===== config.mk =====
export PLATFORM = sky130hd
export DESIGN_NAME = hash_tree_sector_locator_flat
export DESIGN_NICKNAME = d
export VERILOG_FILES = /design/src/hts_pkg.sv /design/src/hts_req_if.sv /design/src/hts_rsp_if.sv /design/src/hash_tree_sector_locator.sv /design/src/flat_wrapper.sv
export VERILOG_INCLUDE_DIRS = /design/src /design/src/src
export SDC_FILE = /design/constraint.sdc
export NUM_CORES = 1
export LEC_CHECK = 0
export CELL_PAD_IN_SITES_DETAIL_PLACEMENT = 0
export CELL_PAD_IN_SITES_GLOBAL_PLACEMENT = 1
export CORE_ASPECT_RATIO = 2
export CORE_UTILIZATION = 30
export CTS_CLUSTER_DIAMETER = 100
export DETAILED_ROUTE_END_ITERATION = 8
export DONT_BUFFER_PORTS = 1
export PLACE_DENSITY = 0.59
export SLEW_MARGIN = 20
export SYNTH_ARGS = -nofsm -noshare
export SYNTH_HDL_FRONTEND = slang
export SYNTH_SLANG_ARGS = --single-unit

===== constraint.sdc =====
create_clock -name clk -period 12.15 [get_ports clk]
set_input_delay 2.43 -clock clk [delete_from_list [all_inputs] [get_ports clk]]
set_output_delay 2.43 -clock clk [all_outputs]
set_load 0.03 [all_outputs]

===== src/hash_tree_sector_locator_defines.svh =====
// Assertion macros for the hash tree sector locator.
// Included by the top level; ASSERT_OFF removes every check.
`ifndef HASH_TREE_SECTOR_LOCATOR_DEFINES_SVH
`define HASH_TREE_SECTOR_LOCATOR_DEFINES_SVH

`ifndef ASSERT_OFF
// Clocked check, masked while reset is high
`define HTS_ASSERT(name, prop, msg) \
  name: assert property (@(posedge clk) disable iff (rst) prop) else $error(msg);
// Clocked check that also holds through reset
`define HTS_ASSERT_ALWAYS(name, prop, msg) \
  name: assert property (@(posedge clk) prop) else $error(msg);
`else
`define HTS_ASSERT(name, prop, msg)
`define HTS_ASSERT_ALWAYS(name, prop, msg)
`endif

`endif


===== src/hts_pkg.sv =====
// Shared widths and sequencer state type for the hash tree sector locator.
// No dependencies; used by the channel interfaces and the top level.
`default_nettype none

package hts_pkg;

  // Field widths of the request and result channels
  localparam int SECTOR_INDEX_W = 32;
  localparam int PLAIN_SIZE_W   = 45;
  localparam int SECTOR_BYTES_W = 13;
  localparam int OFFSET_W       = 45;
  localparam int LEVELS_W       = 3;
  localparam int CRYPTO_SIZE_W  = 46;

  // Sequencer steps around the shared adder
  typedef enum logic [3:0] {
    ST_IDLE,
    ST_RANGE,
    ST_DATA_WALK,
    ST_SIZE_PREP,
    ST_SIZE_DEC,
    ST_SIZE_WALK,
    ST_TREE_ADD,
    ST_TREE_N,
    ST_MASTER,
    ST_TAG_START,
    ST_TAG_FULL1,
    ST_TAG_FULL2,
    ST_TAG_WALK,
    ST_TAG_SLOT,
    ST_DONE
  } state_t;

endpackage

`default_nettype wire


===== src/hts_req_if.sv =====
// Request channel: sector index and plain file size with valid/ready.
// Depends on hts_pkg for field widths.
`default_nettype none

interface hts_req_if;
  logic                               valid;
  logic                               ready;
  logic [hts_pkg::SECTOR_INDEX_W-1:0] sector_index;
  logic [hts_pkg::PLAIN_SIZE_W-1:0]   plain_size;

  modport source (output valid, output sector_index, output plain_size, input ready);
  modport sink   (input valid, input sector_index, input plain_size, output ready);
endinterface

`default_nettype wire


===== src/hts_rsp_if.sv =====
// Result channel: sector location, tree level count and encrypted size.
// Depends on hts_pkg for field widths.
`default_nettype none

interface hts_rsp_if;
  logic                               valid;
  logic                               ready;
  logic                               in_range;
  logic [hts_pkg::SECTOR_BYTES_W-1:0] sector_bytes;
  logic [hts_pkg::OFFSET_W-1:0]       data_offset;
  logic [hts_pkg::OFFSET_W-1:0]       auth_offset;
  logic [hts_pkg::LEVELS_W-1:0]       tree_levels;
  logic [hts_pkg::CRYPTO_SIZE_W-1:0]  crypto_size;

  modport source (output valid, output in_range, output sector_bytes, output data_offset,
                  output auth_offset, output tree_levels, output crypto_size, input ready);
  modport sink   (input valid, input in_range, input sector_bytes, input data_offset,
                  input auth_offset, input tree_levels, input crypto_size, output ready);
endinterface

`default_nettype wire


===== src/hash_tree_sector_locator.sv =====
// Channel  | Dir | Handshake   | Payload
// req      | in  | valid/ready | sector_index, plain_size
// rsp      | out | valid/ready | in_range, sector_bytes, data_offset, auth_offset,
//          |     |             | tree_levels, crypto_size
//
// A request runs from the edge that takes it until the sequencer is idle again, through
// the base-FANOUT digit walks of the sector index, the last sector and the tag group and
// a tree add and a tree count step per tree level, all stepped through one shared
// add/sub unit. A leaf tag in the short last tag sector skips the full-layout steps; an
// empty file skips the size and tree steps.
// req.ready is high only while the sequencer is idle; a finished result waits in the
// output register, so the next request may start while rsp is stalled, and it holds in
// its final step only while that register is still full.
// Synchronous reset clears the sequencer and the output valid flag.
// Depends on hts_pkg, hts_req_if, hts_rsp_if and the assertion macro header.
`default_nettype none
`include "hash_tree_sector_locator_defines.svh"

module hash_tree_sector_locator #(
  parameter int SECTOR_BYTES = 4096,
  parameter int TAG_BYTES    = 32,
  parameter int MAX_LEVELS   = 6
) (
  input  wire logic   clk,
  input  wire logic   rst,
  hts_req_if.sink     req,
  hts_rsp_if.source   rsp
);

  localparam int LSB    = $clog2(SECTOR_BYTES);
  localparam int LTB    = $clog2(TAG_BYTES);
  localparam int LF     = LSB - LTB;
  localparam int FANOUT = SECTOR_BYTES / TAG_BYTES;
  localparam int AW0    = hts_pkg::SECTOR_INDEX_W + LSB + 2;
  localparam int AW     = (AW0 > hts_pkg::CRYPTO_SIZE_W + 1) ? AW0 : hts_pkg::CRYPTO_SIZE_W + 1;
  localparam int BW     = $clog2(SECTOR_BYTES + 1);
  localparam int LVW    = $clog2(MAX_LEVELS + 1);

  hts_pkg::state_t state, state_next;

  // Request and working registers
  logic [hts_pkg::SECTOR_INDEX_W-1:0] idx_r;
  logic [hts_pkg::PLAIN_SIZE_W-1:0]   size_r;
  logic [AW-1:0]                      acc;
  logic [AW-1:0]                      walk;
  logic [AW-1:0]                      n_r;
  logic [AW-1:0]                      data_r;
  logic [AW-1:0]                      last0;
  logic [AW-1:0]                      crypto_r;
  logic [AW-1:0]                      auth_r;
  logic [LVW-1:0]                     levels_r;
  logic [BW-1:0]                      bytes_r;
  logic                               inr_r;

  // Output register
  logic                               out_valid;
  logic                               out_in_range;
  logic [hts_pkg::SECTOR_BYTES_W-1:0] out_bytes;
  logic [hts_pkg::OFFSET_W-1:0]       out_data;
  logic [hts_pkg::OFFSET_W-1:0]       out_auth;
  logic [hts_pkg::LEVELS_W-1:0]       out_levels;
  logic [hts_pkg::CRYPTO_SIZE_W-1:0]  out_crypto;

  // Shared add/sub unit
  logic [AW-1:0] unit_a, unit_b;
  logic          unit_sub;
  logic [AW:0]   unit_res;
  logic [AW-1:0] unit_sum;
  logic          unit_carry;

  assign unit_res   = {1'b0, unit_a} + {1'b0, unit_b ^ {AW{unit_sub}}} + (AW + 1)'(unit_sub);
  assign unit_sum   = unit_res[AW-1:0];
  assign unit_carry = unit_res[AW];

  // Derived values of the held request
  logic [AW-1:0] start;
  logic [AW-1:0] size_ext;
  logic [AW-1:0] grp;
  logic [AW-1:0] walk_sh;
  logic          walk_more;
  logic [AW-1:0] tree_sz;
  logic [AW-1:0] last_sec;
  logic [AW-1:0] last_grp;
  logic          grp_dec;
  logic          last_hit;
  logic          out_free;

  assign start     = AW'(idx_r) << LSB;
  assign size_ext  = AW'(size_r);
  assign grp       = AW'(idx_r) >> LF;
  assign walk_sh   = walk >> LF;
  assign walk_more = walk >= AW'(FANOUT);
  assign tree_sz   = (n_r[LF-1:0] == '0) ? AW'(FANOUT) : AW'(n_r[LF-1:0]);
  assign last_sec  = size_ext >> LSB;
  assign last_grp  = last_sec >> LF;
  assign grp_dec   = (last_sec[LF-1:0] == '0) && (last_grp != '0);
  assign last_hit  = (unit_sum == grp);
  assign out_free  = !out_valid || rsp.ready;

  assign req.ready = (state == hts_pkg::ST_IDLE);

  // Next state
  always_comb begin
    state_next = state;
    case (state)
      hts_pkg::ST_IDLE:      if (req.valid) state_next = hts_pkg::ST_RANGE;
      hts_pkg::ST_RANGE:     state_next = hts_pkg::ST_DATA_WALK;
      hts_pkg::ST_DATA_WALK: begin
        if (!walk_more) begin
          state_next = (size_r == '0) ? hts_pkg::ST_TAG_START : hts_pkg::ST_SIZE_PREP;
        end
      end
      hts_pkg::ST_SIZE_PREP: state_next = hts_pkg::ST_SIZE_DEC;
      hts_pkg::ST_SIZE_DEC:  state_next = hts_pkg::ST_SIZE_WALK;
      hts_pkg::ST_SIZE_WALK: if (!walk_more) state_next = hts_pkg::ST_TREE_ADD;
      hts_pkg::ST_TREE_ADD:  state_next = hts_pkg::ST_TREE_N;
      hts_pkg::ST_TREE_N: begin
        if (unit_sum > AW'(1) && levels_r < LVW'(MAX_LEVELS)) begin
          state_next = hts_pkg::ST_TREE_ADD;
        end else begin
          state_next = hts_pkg::ST_MASTER;
        end
      end
      hts_pkg::ST_MASTER:    state_next = hts_pkg::ST_TAG_START;
      hts_pkg::ST_TAG_START: begin
        state_next = last_hit ? hts_pkg::ST_TAG_SLOT : hts_pkg::ST_TAG_FULL1;
      end
      hts_pkg::ST_TAG_FULL1: state_next = hts_pkg::ST_TAG_FULL2;
      hts_pkg::ST_TAG_FULL2: state_next = hts_pkg::ST_TAG_WALK;
      hts_pkg::ST_TAG_WALK:  if (!walk_more) state_next = hts_pkg::ST_TAG_SLOT;
      hts_pkg::ST_TAG_SLOT:  state_next = hts_pkg::ST_DONE;
      hts_pkg::ST_DONE:      if (out_free) state_next = hts_pkg::ST_IDLE;
      default:               state_next = hts_pkg::ST_IDLE;
    endcase
  end

  // Operand selection for the shared unit
  always_comb begin
    unit_a   = acc;
    unit_b   = '0;
    unit_sub = 1'b0;
    case (state)
      hts_pkg::ST_RANGE: begin
        unit_a   = size_ext;
        unit_b   = start;
        unit_sub = 1'b1;
      end
      hts_pkg::ST_DATA_WALK, hts_pkg::ST_SIZE_WALK, hts_pkg::ST_TAG_WALK: begin
        unit_b = walk_sh << LSB;
      end
      hts_pkg::ST_SIZE_PREP: begin
        unit_a = size_ext;
        unit_b = AW'(SECTOR_BYTES - 1);
      end
      hts_pkg::ST_SIZE_DEC: begin
        unit_a   = walk;
        unit_b   = AW'(1);
        unit_sub = 1'b1;
      end
      hts_pkg::ST_TREE_ADD:  unit_b = tree_sz << LTB;
      hts_pkg::ST_TREE_N: begin
        unit_a = n_r >> LF;
        unit_b = AW'(n_r[LF-1:0] != '0);
      end
      hts_pkg::ST_MASTER:    unit_b = (size_ext > AW'(SECTOR_BYTES)) ? AW'(TAG_BYTES) : '0;
      hts_pkg::ST_TAG_START: begin
        unit_a   = last_grp;
        unit_b   = AW'(grp_dec);
        unit_sub = 1'b1;
      end
      hts_pkg::ST_TAG_FULL1: unit_b = grp << LSB;
      hts_pkg::ST_TAG_FULL2: unit_b = AW'(FANOUT) << LSB;
      hts_pkg::ST_TAG_SLOT:  unit_b = AW'(idx_r[LF-1:0]) << LTB;
      default: begin
        unit_a   = acc;
        unit_b   = '0;
        unit_sub = 1'b0;
      end
    endcase
  end

  // Sequencer state
  always_ff @(posedge clk) begin
    if (rst) begin
      state <= hts_pkg::ST_IDLE;
    end else begin
      state <= state_next;
    end
  end

  // Working registers: one adder result taken per step
  always_ff @(posedge clk) begin
    case (state)
      hts_pkg::ST_IDLE: begin
        if (req.valid) begin
          idx_r  <= req.sector_index;
          size_r <= req.plain_size;
        end
      end
      hts_pkg::ST_RANGE: begin
        inr_r    <= unit_carry && (unit_sum != '0);
        bytes_r  <= (unit_carry && (unit_sum != '0)) ?
                    ((unit_sum < AW'(SECTOR_BYTES)) ? BW'(unit_sum) : BW'(SECTOR_BYTES)) :
                    '0;
        acc      <= start;
        walk     <= AW'(idx_r);
        levels_r <= '0;
        last0    <= '0;
        crypto_r <= '0;
      end
      hts_pkg::ST_DATA_WALK: begin
        if (walk_more) begin
          walk <= walk_sh;
          acc  <= unit_sum;
        end else begin
          data_r <= acc;
        end
      end
      hts_pkg::ST_SIZE_PREP: begin
        walk <= unit_sum >> LSB;
        n_r  <= unit_sum >> LSB;
      end
      hts_pkg::ST_SIZE_DEC: begin
        walk <= unit_sum;
        acc  <= size_ext;
      end
      hts_pkg::ST_SIZE_WALK: begin
        if (walk_more) begin
          walk <= walk_sh;
          acc  <= unit_sum;
        end else begin
          last0 <= acc;
        end
      end
      hts_pkg::ST_TREE_ADD: begin
        acc      <= unit_sum;
        levels_r <= levels_r + LVW'(1);
      end
      hts_pkg::ST_TREE_N:    n_r <= unit_sum;
      hts_pkg::ST_MASTER:    crypto_r <= unit_sum;
      hts_pkg::ST_TAG_START: begin
        acc  <= last_hit ? last0 : (grp << (LSB + LF));
        walk <= grp;
      end
      hts_pkg::ST_TAG_FULL1, hts_pkg::ST_TAG_FULL2: acc <= unit_sum;
      hts_pkg::ST_TAG_WALK: begin
        if (walk_more) begin
          walk <= walk_sh;
          acc  <= unit_sum;
        end
      end
      hts_pkg::ST_TAG_SLOT:  auth_r <= unit_sum;
      default: begin
      end
    endcase
  end

  // Output register: load when the result is done and the slot is free
  always_ff @(posedge clk) begin
    if (rst) begin
      out_valid <= 1'b0;
    end else if (state == hts_pkg::ST_DONE && out_free) begin
      out_valid <= 1'b1;
    end else if (rsp.ready) begin
      out_valid <= 1'b0;
    end
  end

  always_ff @(posedge clk) begin
    if (state == hts_pkg::ST_DONE && out_free) begin
      out_in_range <= inr_r;
      out_bytes    <= hts_pkg::SECTOR_BYTES_W'(bytes_r);
      out_data     <= data_r[hts_pkg::OFFSET_W-1:0];
      out_auth     <= auth_r[hts_pkg::OFFSET_W-1:0];
      out_levels   <= hts_pkg::LEVELS_W'(levels_r);
      out_crypto   <= crypto_r[hts_pkg::CRYPTO_SIZE_W-1:0];
    end
  end

  assign rsp.valid        = out_valid;
  assign rsp.in_range     = out_in_range;
  assign rsp.sector_bytes = out_bytes;
  assign rsp.data_offset  = out_data;
  assign rsp.auth_offset  = out_auth;
  assign rsp.tree_levels  = out_levels;
  assign rsp.crypto_size  = out_crypto;

  // Checks
  `HTS_ASSERT(a_new_result_from_done, $rose(rsp.valid) |-> $past(state) == hts_pkg::ST_DONE, "result raised outside the final step")
  `HTS_ASSERT(a_out_of_range_empty, rsp.valid && !rsp.in_range |-> rsp.sector_bytes == '0, "out of range sector reports bytes")
  `HTS_ASSERT(a_empty_tree_no_size, rsp.valid && rsp.tree_levels == '0 |-> rsp.crypto_size == '0, "empty tree with nonzero size")
  `HTS_ASSERT_ALWAYS(a_levels_bounded, state == hts_pkg::ST_TREE_N |-> levels_r <= LVW'(MAX_LEVELS), "tree level count overran")

endmodule

`default_nettype wire

===== src/flat_wrapper.sv =====
// flat-port wrapper written by rule: the top's interface ports become plain ports
module hash_tree_sector_locator_flat 
#(
  parameter int SECTOR_BYTES = 4096,
  parameter int TAG_BYTES    = 32,
  parameter int MAX_LEVELS   = 6
)
  (clk, rst, req_valid, req_sector_index, req_plain_size, req_ready, rsp_valid, rsp_in_range, rsp_sector_bytes, rsp_data_offset, rsp_auth_offset, rsp_tree_levels, rsp_crypto_size, rsp_ready);
  hts_req_if req_i ();
  hts_rsp_if rsp_i ();
  input  wire logic clk;
  input  wire logic rst;
  input wire logic [$bits(req_i.valid)-1:0] req_valid;
  input wire logic [$bits(req_i.sector_index)-1:0] req_sector_index;
  input wire logic [$bits(req_i.plain_size)-1:0] req_plain_size;
  output wire logic [$bits(req_i.ready)-1:0] req_ready;
  output wire logic [$bits(rsp_i.valid)-1:0] rsp_valid;
  output wire logic [$bits(rsp_i.in_range)-1:0] rsp_in_range;
  output wire logic [$bits(rsp_i.sector_bytes)-1:0] rsp_sector_bytes;
  output wire logic [$bits(rsp_i.data_offset)-1:0] rsp_data_offset;
  output wire logic [$bits(rsp_i.auth_offset)-1:0] rsp_auth_offset;
  output wire logic [$bits(rsp_i.tree_levels)-1:0] rsp_tree_levels;
  output wire logic [$bits(rsp_i.crypto_size)-1:0] rsp_crypto_size;
  input wire logic [$bits(rsp_i.ready)-1:0] rsp_ready;
  assign req_i.valid = req_valid;
  assign req_i.sector_index = req_sector_index;
  assign req_i.plain_size = req_plain_size;
  assign req_ready = req_i.ready;
  assign rsp_valid = rsp_i.valid;
  assign rsp_in_range = rsp_i.in_range;
  assign rsp_sector_bytes = rsp_i.sector_bytes;
  assign rsp_data_offset = rsp_i.data_offset;
  assign rsp_auth_offset = rsp_i.auth_offset;
  assign rsp_tree_levels = rsp_i.tree_levels;
  assign rsp_crypto_size = rsp_i.crypto_size;
  assign rsp_i.ready = rsp_ready;
  hash_tree_sector_locator #(.SECTOR_BYTES(SECTOR_BYTES), .TAG_BYTES(TAG_BYTES), .MAX_LEVELS(MAX_LEVELS)) u_core (.clk(clk), .rst(rst), .req(req_i), .rsp(rsp_i));
endmodule

==> out/metrics.yaml <==
place:
  io_buffer_count: 0
  hpwl_um: 94700
  dp_cells: 3419
  place_area_um2: 29600
  gp_congestion: 1.02
  dp_worst_setup_slack_ns: 2.86
synthesis:
  ys_types: 97
  synth_cells: 2313
  syn_nets: 2442
  syn_area_per_cell_um2: 12.1
  synth_warnings: 0
  synth-async-reset-ratio_pct: 0
  syn_area_um2: 28000
  ys_top_cells_by_area: "edfxtp_1 (61%), a21oi_1 (2.8%), nor2_1 (2.8%), nand2_1 (2.2%), ha_1 (2.1%)"
  yosys.area.top_type_share_pct: 61.3
  ys_ff_latch: 576
  synth_edf_count: 571
  seq_area_frac_synth_pct: 61.7
  synthFlopType: "edfxtp_1"
  yosys.cell_count.top_type: "edfxtp_1"
  synth_largest_area_cell: "edfxtp_1"
  ys_top_cells_by_count: "edfxtp_1 (571), nor2_1 (205), nand2_1 (165)"
clock_tree:
  cts_sinks: 576
  clk_latency_ns: 0.68
  max-clock-path-buffers: 3
  clk_pin_slew_ns: 0.07
  cts_hold_buf: 0
  cts_resized: 0
  cts_tree: "built"
  htree_levels: 2
  numCtsBuffers: 54
  cts_root_buffer: "clkbuf_16"
  cts_setup_buffers: 0
critical_path:
  critPathRequiredTime_ns: 12.52
  cp.arrival_ns: 9.86
  worstSetupEndpoint: "u_core.acc[30]$_DFFE_PP_"
  cp-end-kind: "flop"
  r2r-end: "u_core.acc[30]$_DFFE_PP_"
  cp_max_fo: 108
  crit_path_start_kind: "flop"
  reg2reg_slack_ns: 2.66
  reg2reg_from: "u_core.state[2]$_SDFFE_PP0P_"
  reg2reg_depth: 19
  crit_type: "flop to flop"
  startpoint: "u_core.state[2]$_SDFFE_PP0P_"
route:
  drt-initial-drc-count: 2719
  drt_wl_total_um: 127000
  ant_nets: 0
  viasPerCell: 6.08
  dr.pass1.iters: 7
  drc_errors: 0
  wire_per_inst_um: 36.2
  vias: 21415
layout:
  stdcell_count: 3521
  fin_util_pct: 34.1
  drive_gt1_share_pct: 10.0
  layout.area.seq_um2: 17200
  fin_nets: 2404
  fillers: 9199
  multi_input_area_um2: 9930
  area_delta_synth_final_pct: 12.8
  design_area_um2: 31500
sta:
  grt_setup_unrepaired: "no"
  worst_slack_ns: 2.66
  fmax_mhz: 105
  hold_viol_final: 0
  setup_viol: 0
  fin_crit_ns: 9.49
  tns_ns: 0
  finalCritPeriodShare_pct: 78.1
  finalClockSkew_ns: 0.0338
  worst_slew_pin_slew_ns: 1.22
  drv_slew: 0
  slew-limit-headroom_pct: 18.5
floorplan:
  dieHeight_um: 434
  core_area_um2: 92500
  fp-row-count: 158
  start_util_pct: 30.2
  boundaryPins: 236
  die-area_um2: 94500
  die_x_um: 218
grt:
  grt_pass1_vias: 21346
  track_usage_pct: 26.7
  grt_max_degree: 121
  grt-ovfl-total: 0
  grt_pass1_wl_um: 174000
  antenna_found_initial: 6
power_and_ir_drop:
  vdd_drop_max_v: 0.000122
  leakage_nw: 10.8
  p_per_area_nw_per_um2: 264
status:
  run_status: "completed"
run:
  max-cap-violations: 0
worst_hold_path:
  worstHoldPathType: "flop to flop"
-- cell usage in the layout (no fill, tap or decap), types with 50 or more instances in the layout --
cell / synthesis / final
clkbuf_16: 0 / 55
a22oi_1: 66 / 66
buf_4: 4 / 82
nor2_1: 205 / 196
o21ai_0: 115 / 114
inv_1: 69 / 69
a21oi_1: 156 / 155
edfxtp_1: 571 / 571
and3_1: 57 / 56
a221oi_1: 50 / 50
nand2_1: 165 / 163
-- per-stage QoR --
stage / hold slack, ns / total power [mW]
final: 0.416 / 8.34
after global routing: 0.424 / 8.54
after CTS: 0.419 / 8.27
after detailed placement: 0.405 / 6.38
after global placement: 0.404 / 6.36
after floorplan: 0.400 / 4.45
-- where the power goes --
group | switching (mW) | internal (mW) | total, mW
clock network | 0.815 | 1.06 | 1.87
logic | 2.77 | 0.957 | 3.72
registers | 0.225 | 2.52 | 2.75
-- registers in the layout (all words and copies together) (netlist names), 46 cells and up --
| name | cells |
|---|---|
| u_core.last0 | 47 |
| u_core.walk | 47 |
| u_core.rsp.crypto_size | 46 |
| u_core.crypto_r | 46 |
| u_core.acc | 47 |
| u_core.n_r | 47 |
-- critical path: stages (launching register included) --
cell and delay, ns:
dfxtp_1 0.99, nor4b_4 0.39, buf_12 0.45, a21o_2 0.16
buf_4 0.61, a31oi_1 0.49, fa_1 0.57, a211oi_1 0.45
o21ai_0 0.35, a32oi_1 0.74, nand2_1 0.41, nor4_1 0.36
a311o_1 0.83, nand4_1 0.38, nor4_2 0.35, nand4_2 0.37
nor3_4 0.26, buf_4 0.52, mux2i_1 0.25, o221ai_1 0.15
-- final cells by class --
class / count / share of cell area (%)
Inverter: 71 / 0.845
Sequential cell: 576 / 54.7
Clock buffer: 63 / 4.49
Multi-Input combinational cell: 1487 / 31.5
Clock inverter: 38 / 1.61
Antenna cell: 1 / 0.00793
Tap cell: 1200 / 4.76
Timing Repair Buffer: 85 / 2.11
-- kinds of logic after synthesis --
kind of cell,after synthesis,synth area share [%]
fa+ha+maj,48,2.18
simple gates,641,11.3
compound gates,705,17.8
xor+xnor,57,2.25
mux,36,1.31
buf+inv,250,3.49
flops,576,61.7
-- per-layer routing --
| layer | part of all wire [%] | vias to the layer above | GRT usage [%] |
|---|---|---|---|
| met5 | 0.010 | - | 0 |
| met4 | 9.1 | 2 | 20.7 |
| met3 | 6.8 | 378 | 3.85 |
| met2 | 49 | 1300 | 45.6 |
| met1 | 35 | 10759 | 29.6 |
| li1 | - | 8976 | - |
-- how the worst min path moves through the flow --
stage                                      startpoint                                    to  slack, ns  cells past startpoint
floorplan                  u_core.auth_r[0]$_DFFE_PN_   u_core.rsp.auth_offset[0]$_DFFE_PP_       0.40                      0
global placement          u_core.data_r[32]$_DFFE_PP_  u_core.rsp.data_offset[32]$_DFFE_PP_       0.40                      0
detailed placement        u_core.auth_r[22]$_DFFE_PN_  u_core.rsp.auth_offset[22]$_DFFE_PP_       0.40                      0
CTS                 u_core.crypto_r[21]$_SDFFCE_PN0P_  u_core.rsp.crypto_size[21]$_DFFE_PP_       0.42                      0
global route        u_core.crypto_r[21]$_SDFFCE_PN0P_  u_core.rsp.crypto_size[21]$_DFFE_PP_       0.42                      0
finish              u_core.crypto_r[21]$_SDFFCE_PN0P_  u_core.rsp.crypto_size[21]$_DFFE_PP_       0.42                      0
Note: power is estimated with default switching activity, not from simulation.
